`src/rtl/core/gpioei_pkg.sv`:
```
package gpioei_pkg;

   localparam int PIN_COUNT = 32;
   localparam logic [31:0] PIN_MASK = 32'((64'd1 << PIN_COUNT) - 64'd1);

   localparam int CTRL_ECLK_BIT = 0;
   localparam int CTRL_NEC_BIT  = 1;
   localparam int CTRL_INTE_BIT = 2;
   localparam int CTRL_INTS_BIT = 3;

   typedef enum logic [2:0] {
      OP_READ  = 3'd0,
      OP_WRITE = 3'd1,
      OP_PAD   = 3'd2,
      OP_AUX   = 3'd3,
      OP_TICK  = 3'd4,
      OP_ECLK  = 3'd5
   } opcode_type;

   typedef enum logic [2:0] {
      REG_IN    = 3'd0,
      REG_OUT   = 3'd1,
      REG_OE    = 3'd2,
      REG_INTE  = 3'd3,
      REG_PTRIG = 3'd4,
      REG_AUX   = 3'd5,
      REG_CTRL  = 3'd6,
      REG_INTS  = 3'd7
   } reg_index_type;

   typedef logic [7:0][31:0] bank_type;

   typedef struct packed {
      logic changed;
      logic raised;
   } dclk_flags_type;

endpackage

```
`src/rtl/core/gpioei_devclk.sv`:
```
module gpioei_devclk
   import gpioei_pkg::*;
(
   input  bank_type       pend,
   input  bank_type       vis,
   input  logic [31:0]    aux_levels,
   output bank_type       pend_next,
   output dclk_flags_type flags
);

   logic [31:0] in_masked;
   logic [31:0] out_muxed;
   logic [31:0] diff;
   logic [31:0] rose;
   logic [31:0] fell;
   logic [31:0] hit;
   logic        raised;

   always_comb begin
      in_masked = pend[REG_IN] & ~pend[REG_OE] & PIN_MASK;
      out_muxed = ((pend[REG_OUT] & ~pend[REG_AUX]) | (aux_levels & pend[REG_AUX]))
                  & pend[REG_OE] & PIN_MASK;

      diff = in_masked ^ vis[REG_IN];
      rose = diff & in_masked;
      fell = diff & vis[REG_IN];
      hit  = ((pend[REG_PTRIG] & rose) | (~pend[REG_PTRIG] & fell))
             & pend[REG_INTE] & PIN_MASK;
      raised = pend[REG_CTRL][CTRL_INTE_BIT] && (hit != '0);

      pend_next = pend;
      pend_next[REG_IN]  = in_masked;
      pend_next[REG_OUT] = out_muxed;
      if (raised) begin
         pend_next[REG_CTRL][CTRL_INTS_BIT] = 1'b1;
         pend_next[REG_INTS] = pend[REG_INTS] | hit;
      end

      flags.changed = (out_muxed != vis[REG_OUT]);
      flags.raised  = raised;
   end

endmodule

```
`src/rtl/core/gpio_controller_edge_interrupts_unit.sv`:
```
// A request waits in the input register and moves on to the result register
// when the result register is free or being drained.
// Throughput: one request per cycle unless the result register stalls; the
// register bank update for an item finishes in the same cycle its result is registered.
// Reset: synchronous, clears both register banks, the aux levels, the stored
// external clock level and both pipeline valid flags.
module gpio_controller_edge_interrupts_unit
   import gpioei_pkg::*;
(
   input  logic        clock,
   input  logic        reset,

   input  logic        req_tvalid,
   output logic        req_tready,
   input  logic [31:0] req_tdata,   // data_in[31:0]
   input  logic [5:0]  req_tuser,   // opcode[2:0], reg_index[5:3]

   output logic        rsp_tvalid,
   input  logic        rsp_tready,
   // read_data[31:0], pad_out[63:32], out_changed[64], irq_raise[65],
   // irq_clear[66], zero fill [71:67]
   output logic [71:0] rsp_tdata
);

   // Input register.
   logic        in_vld_ff;
   logic        in_vld_in;
   logic [31:0] in_data_ff;
   logic [5:0]  in_user_ff;

   // Result register.
   logic        rsp_vld_ff;
   logic        rsp_vld_in;
   logic [71:0] rsp_data_ff;
   logic [71:0] rsp_data_in;

   // Controller state.
   bank_type    vis_ff;
   bank_type    vis_in;
   bank_type    pend_ff;
   bank_type    pend_in;
   logic [31:0] aux_ff;
   logic [31:0] aux_in;
   logic        eclk_lvl_ff;
   logic        eclk_lvl_in;

   logic           advance;
   opcode_type     op;
   reg_index_type  idx;
   logic [31:0]    rd;
   logic           do_clk;
   logic           cleared;
   logic           lvl;
   bank_type       dc_pend;
   dclk_flags_type dc_flags;

   assign advance    = in_vld_ff && (!rsp_vld_ff || rsp_tready);
   assign req_tready = !in_vld_ff || advance;
   assign rsp_tvalid = rsp_vld_ff;
   assign rsp_tdata  = rsp_data_ff;

   assign op  = opcode_type'(in_user_ff[2:0]);
   assign idx = reg_index_type'(in_user_ff[5:3]);

   gpioei_devclk u_devclk (
      .pend       (pend_ff),
      .vis        (vis_ff),
      .aux_levels (aux_ff),
      .pend_next  (dc_pend),
      .flags      (dc_flags)
   );

   always_comb begin
      pend_in     = pend_ff;
      vis_in      = vis_ff;
      aux_in      = aux_ff;
      eclk_lvl_in = eclk_lvl_ff;
      rd          = '0;
      do_clk      = 1'b0;
      cleared     = 1'b0;
      lvl         = in_data_ff[0];

      case (op)
         OP_READ: begin
            if (idx == REG_IN) begin
               rd = vis_ff[REG_IN] | vis_ff[REG_OUT];
            end else begin
               rd = vis_ff[idx];
            end
         end
         OP_WRITE: begin
            if (idx == REG_CTRL) begin
               pend_in[REG_CTRL] = in_data_ff;
            end else if (idx != REG_IN) begin
               cleared = (idx == REG_INTS) && (pend_ff[REG_INTS] != '0)
                         && ((in_data_ff & PIN_MASK) == '0);
               pend_in[idx] = in_data_ff & PIN_MASK;
            end
         end
         OP_PAD: begin
            pend_in[REG_IN] = in_data_ff & PIN_MASK;
         end
         OP_AUX: begin
            aux_in = in_data_ff & PIN_MASK;
         end
         OP_TICK: begin
            do_clk = !vis_ff[REG_CTRL][CTRL_ECLK_BIT];
         end
         OP_ECLK: begin
            // The stored level tracks every level event, clocked or not.
            eclk_lvl_in = lvl;
            do_clk = vis_ff[REG_CTRL][CTRL_ECLK_BIT] && (lvl != eclk_lvl_ff)
                     && (lvl != vis_ff[REG_CTRL][CTRL_NEC_BIT]);
         end
         default: begin
         end
      endcase

      if (do_clk) begin
         pend_in = dc_pend;
         vis_in  = dc_pend;
      end

      rsp_data_in = {5'b0,
                     cleared,
                     do_clk && dc_flags.raised,
                     do_clk && dc_flags.changed,
                     vis_in[REG_OUT] & PIN_MASK,
                     rd};

      in_vld_in  = req_tready ? req_tvalid : in_vld_ff;
      rsp_vld_in = advance ? 1'b1 : (rsp_vld_ff && !rsp_tready);
   end

   always_ff @(posedge clock) begin
      if (reset) begin
         in_vld_ff   <= 1'b0;
         rsp_vld_ff  <= 1'b0;
         vis_ff      <= '0;
         pend_ff     <= '0;
         aux_ff      <= '0;
         eclk_lvl_ff <= 1'b0;
      end else begin
         in_vld_ff  <= in_vld_in;
         rsp_vld_ff <= rsp_vld_in;
         if (advance) begin
            vis_ff      <= vis_in;
            pend_ff     <= pend_in;
            aux_ff      <= aux_in;
            eclk_lvl_ff <= eclk_lvl_in;
         end
      end
   end

   always_ff @(posedge clock) begin
      if (req_tvalid && req_tready) begin
         in_data_ff <= req_tdata;
         in_user_ff <= req_tuser;
      end
      if (advance) begin
         rsp_data_ff <= rsp_data_in;
      end
   end

   // The pin value in a waiting result always matches the visible output bank.
   a_pad_out_matches: assert property (@(posedge clock) disable iff (reset)
      rsp_vld_ff |-> (rsp_data_ff[63:32] == (vis_ff[REG_OUT] & PIN_MASK)))
      else $error("pad_out in result differs from visible OUT");

   // A bus read never alters the visible bank.
   a_read_no_side_effect: assert property (@(posedge clock) disable iff (reset)
      (advance && op == OP_READ) |=> $stable(vis_ff))
      else $error("bus read changed visible registers");

   // A raised interrupt leaves the interrupt-seen bit set in visible CTRL.
   a_raise_sets_ints: assert property (@(posedge clock) disable iff (reset)
      (advance && do_clk && dc_flags.raised) |=> vis_ff[REG_CTRL][CTRL_INTS_BIT])
      else $error("interrupt raised without CTRL.INTS");

   // A clearing write leaves the pending status at zero.
   a_clear_zeroes_status: assert property (@(posedge clock) disable iff (reset)
      (advance && cleared) |=> (pend_ff[REG_INTS] == '0))
      else $error("status clear left pending INTS nonzero");

   // A stalled result register holds the pipeline.
   a_no_advance_when_full: assert property (@(posedge clock) disable iff (reset)
      (rsp_vld_ff && !rsp_tready) |=> $stable(rsp_data_ff))
      else $error("result overwritten while stalled");

endmodule
```
`config.mk`:
```
export PLATFORM = sky130hd
export DESIGN_NAME = gpio_controller_edge_interrupts_unit
export DESIGN_NICKNAME = d
export VERILOG_FILES = /design/src/rtl/core/gpioei_pkg.sv /design/src/rtl/core/gpioei_devclk.sv /design/src/rtl/core/gpio_controller_edge_interrupts_unit.sv
export SDC_FILE = /design/constraint.sdc
export NUM_CORES = 1
export LEC_CHECK = 0
export BUFFER_PORTS_ARGS = -buffer_cell sky130_fd_sc_hd__buf_2
export CAP_MARGIN = 40
export CORE_MARGIN = 1.5
export CORE_UTILIZATION = 56
export DETAILED_ROUTE_END_ITERATION = 10
export PLACE_DENSITY = 0.73
export SYNTH_ARGS = -nofsm -noshare
export SYNTH_HDL_FRONTEND = slang
export SYNTH_SLANG_ARGS = --single-unit
```
`constraint.sdc`:
```
create_clock -name clock -period 3.7 [get_ports clock]
set_input_delay 0.555 -clock clock [delete_from_list [all_inputs] [get_ports clock]]
set_output_delay 0.555 -clock clock [all_outputs]
set_load 0.005 [all_outputs]
```
* Yosys cells after proc, flatten, opt, wreduce, memory -nomap -nowiden
Cells that the tools add are included.
Cells by class: order comparisons 2, mux-type cells 18, reductions and logical operators 37, equal/unequal tests 13, bitwise gates (word level) 21
Operators with widths (count):
- $mux 256 | 2
- $and 32x32->32 | 9
- $bwmux 256 | 1
- $mux 224 | 1
- $mux 192 | 1
- $mux 32 | 6
- $or 32x32->32 | 4
- $bmux 32 s3 | 1
- $demux 32 s3 | 1
- $not 32->32 | 3
- $mux 64 | 1
- $pmux 32 s2 | 1
- $reduce_bool 32->1 | 2
- $logic_not 32->1 | 1
- $ne 32x32->1 | 1
- $xor 32x32->32 | 1
- $eq 3x3->1 const B | 4
- $reduce_and 4->1 | 3
- $logic_and 1x1->1 | 11
- $reduce_bool 3->1 | 3
- $eq 3x2->1 const B | 2
- $logic_not 3->1 | 2
- $ne 3x3->1 const B | 2
- $reduce_and 2->1 | 3
- other kinds (14) | 25
Storage, ports and cells: logic and storage cells 117, register bits after elaboration 652, bits of input ports 42, output and inout port bits 74

* Longest topological paths before layout
word-level depth 11, depth in mapped cells 11, mapped depth without buffers 6

* Cells and area by module
From an unflattened synthesis, not the netlist that was laid out.
Unflattened totals: cell total of the unflattened synthesis 3674, area total of the unflattened synthesis 31911.9 um2
By module, submodules not included:
- gpio_controller_edge_interrupts_unit | sequential area each 14103.5 um2, cells each 3221, area each 28432.3 um2, times used 1
- gpioei_devclk | sequential area each 0.0 um2, cells each 453, area each 3479.6 um2, times used 1

* Worst setup path after synthesis
No wires, ideal clock.
path kind in2reg, start point input rsp_tready, end point register aux_ff[1], setup time 128 ps, data arrival time 3855 ps, path buffers 2, required time 3572 ps, slack -283 ps, stages 7, path through nor2b_1 -> nor2b_1 -> clkbuf_1 -> nand4b_1 -> buf_2 -> mux2i_1 -> nor2_1
Between the ends: cells in the longest elaborated chain, start to end 3
Ends and longest elaborated chain:
- start: declaration | line gpio_controller_edge_interrupts_unit.sv:19 | input logic rsp_tready,
- $logic_or 1x1->1 | line gpio_controller_edge_interrupts_unit.sv:57 | assign advance = in_vld_ff && (!rsp_vld_ff || rsp_tready);
- $logic_and 1x1->1 | line gpio_controller_edge_interrupts_unit.sv:57
- net advance | line gpio_controller_edge_interrupts_unit.sv:47 | logic advance;
- $reduce_and 2->1 (no line)
- end signal: assignment | line gpio_controller_edge_interrupts_unit.sv:149 | aux_ff <= aux_in;
- end: declaration | line gpio_controller_edge_interrupts_unit.sv:42 | logic [31:0] aux_ff;
The timed path passes the listed nets, and every way through them passes these cells. A chain may end at the register's enable or synchronous reset.

* Worst setup path after layout
start point register in_user_ff[5], end point register rsp_data_ff[66] (netlist: rsp_tdata[66]) (data pin)
Between the ends: cells in the longest elaborated chain, start to end 3, elaborated cells on any way between the ends 7, classes of those cells eq/ne (2); bitwise (1); reduce/logical (4)
Ends and longest elaborated chain:
- start: declaration | line gpio_controller_edge_interrupts_unit.sv:29 | logic [5:0] in_user_ff;
- start signal: assignment | line gpio_controller_edge_interrupts_unit.sv:158 | in_user_ff <= req_tuser;
- $reduce_bool 3->1 or $eq 3x3->1 (tied branches) | line gpio_controller_edge_interrupts_unit.sv:94, gpio_controller_edge_interrupts_unit.sv:95
- $not 1->1 (no line) or $logic_and 1x1->1 (tied branches)
- $reduce_or 3->1 (no line) or $logic_and 1x1->1 (tied branches)
- end signal: assignment | line gpio_controller_edge_interrupts_unit.sv:161 | rsp_data_ff <= rsp_data_in;
- end: declaration | line gpio_controller_edge_interrupts_unit.sv:34 | logic [71:0] rsp_data_ff;
Parallel ways exist; a longest one is shown, timed or not.

==> impl_metrics.yaml <==
critical_path:
  reg2reg_slack_ps: 550
  critical_path_arrival_ps: 3430
  r2r_end: "rsp_tdata[66]"
  r2r_cells: 5
  crit_path_max_fanout: 74
  worst_setup_path_start_kind: "register"
  r2r_start: "in_user_ff[5]"
  crit_start: "in_user_ff[5]"
  crit_type: "register to register"
  worstPathRequired_ps: 3980
  crit_path_end: "rsp_tdata[66]"
  endpoint_kind: "register"
place:
  io_buffers: 110
  place_hpwl_microns: 54500
  gp_congestion: 0.897
  dp_cells: 3794
  placed_area_sq_mm: 0.0286
  dpl_worst_slack_ps: 738
clock_tree:
  cts.sinks: 652
  postCtsSetupBuffers: 0
  root_buffer: "clkbuf_16"
  clk_pin_slew_ps: 60
  cts_tree: "done"
  cts_resized: 0
  insertion_delay_ps: 610
  hold_buffers: 0
  cts_buffers: 69
  cts_max_level: 3
  clk_path_buf_depth: 3
drt:
  drtIter0Drc: 3456
  ant_nets: 0
  drt_first_pass_iters: 6
  wirelength_microns: 87200
  dr_total_vias: 24149
  drcViolationCount: 0
  wl_per_cell_microns: 22.3
  routed_via_density: 6.17
sta:
  max_freq_ghz: 0.317
  slew_viol_final: 0
  fin_crit_sh: 0.852
  slew_headroom: 0.386
  setup_viol: 0
  period_needed_ps: 3150
  skew_ps: 28.9
  tightest_slew_ps: 912
  fin_ws_ps: 547
  hold_viol_final: 0
  finalSetupTns_ps: 0
  rsz0062_at_grt: "no"
finish:
  drive_above_1_share: 0.107
  fin_cells: 3914
  fin_util: 0.628
  syn2layout_area_growth_pct: 10.9
  final_cell_mix: "nand2_1, dfxtp_1, a21oi_1"
  nets: 3243
  design_area_sq_mm: 0.0307
  final_common_cell: "nand2_1"
  antenna_cells: 0
floorplanning:
  row_count: 81
  start_util: 0.566
  core_area_sq_mm: 0.0488
  dieArea_sq_mm: 0.0508
  dieHeight_microns: 225
  io_pins: 116
  dieWidth_microns: 225
outcome:
  outcome: "finished clean"
global_routing:
  grt_pass1_wl_microns: 131000
  antenna_found_initial: 4
  first_global_vias: 22344
  track_usage: 0.340
  gr-total-overflow: 0
  grt_max_degree: 134
logic_synthesis:
  ys_top_cells_by_area: "dfxtp_1, nand2_1, edfxtp_1"
  synth_area_sq_mm: 0.0277
  async_flop_share: 0
  ys_types: 52
  syn_inst: 3230
  synth_edf_count: 105
  synth-seq-cells: 652
  syn_avg_cell_area_sq_um: 8.57
  synth_top_flop_cell: "dfxtp_1"
  yosys_warnings: 0
  yosys.area.top_type: "dfxtp_1"
  synth_top_area_share: 0.396
  seq_area_frac_synth: 0.510
worst_hold_path:
  min_path_type: "input pin to register"
power_and_ir_drop:
  leakage_uw: 0.0102
  power_density_mw_per_mm2: 476
  peakVddDrop_uv: 341
run:
  maxCapViolations: 0
[cells by family after synthesis]
| group | Yosys count | share of synthesized area |
|---|---|---|
| AO/OA/AOI/OAI | 729 | 0.148 |
| AND/OR/NAND/NOR | 1397 | 0.217 |
| multiplexers | 143 | 0.0721 |
| buffers and inverters | 276 | 0.0435 |
| XOR/XNOR | 32 | 0.0101 |
| flip-flops | 652 | 0.510 |
| other | 1 | 0.000136 |
[cell usage after synthesis (31+ instances only)]
library cell,n
nand2_1,903
dfxtp_1,547
a21oi_1,488
nor2_1,255
clkbuf_1,194
edfxtp_1,105
mux2i_1,80
nor2b_1,67
o21ai_0,66
a211oi_1,64
buf_2,48
mux4_2,43
a22oi_1,35
nand2b_1,34
a31oi_1,33
a311oi_1,32
nand3_1,32
xnor2_1,32
nand4bb_1,31
[sequential cells by signal, indices dropped and copies added (netlist names)]
name,count
rsp_tvalid,1
in_data_ff,32
aux_ff,32
in_user_ff,6
rsp_tdata,67
pend_ff,256
in_vld_ff,1
vis_ff,256
eclk_lvl_ff,1
[how the worst min path moves through the flow]
stage | from | to | slack [ps] | cells after the start
2_1_floorplan | pend_ff[196] | vis_ff[196] | 430 | 2
3_3_place_gp | pend_ff[220] | vis_ff[220] | 440 | 2
3_5_place_dp | vis_ff[75] | vis_ff[75] | 440 | 2
4_1_cts | req_tdata[29] | in_data_ff[29] | 100 | 1
5_1_grt | req_tdata[6] | in_data_ff[6] | 120 | 1
6_report | req_tdata[29] | in_data_ff[29] | 120 | 1
[routing by layer]
layer | track usage | wire length [microns] | up-vias
li1 | - | - | 10949
met1 | 0.471 | 35200 | 11482
met2 | 0.510 | 37900 | 1485
met3 | 0.0670 | 10200 | 233
met4 | 0.168 | 3930 | 0
met5 | 0 | 0 | -
[where the power goes]
part | total [uW] | switching [uW] | internal, uW
Sequential | 7410 | 111 | 7300
Combinational | 612 | 437 | 174
Clock | 6580 | 2760 | 3820
Total | 14600 | 3310 | 11300
[through the flow]
stage	power, uW	hold WS (ps)
after global routing	15000	115
after global placement	8140	435
after CTS	14600	103
final	14600	125
after detailed placement	8150	443
after floorplan	7890	432
[final cells by class]
class                           instances  area, sq um
Inverter                                1         3.75
Fill cell                            4149        18200
Clock buffer                          114         2080
Clock inverter                          6         30.0
Multi-Input combinational cell       2306        12400
Timing Repair Buffer                  171         1200
Sequential cell                       652        14100
Tap cell                              664          831
[worst max-delay path, cell delays in order, from the launching register on]
cell and delay (ps):
edfxtp_1 410, buf_12 520, and4_1 320, buf_4 470
nand4_1 270, nor4_1 800
No activity file was read; power rests on OpenSTA's default activity.
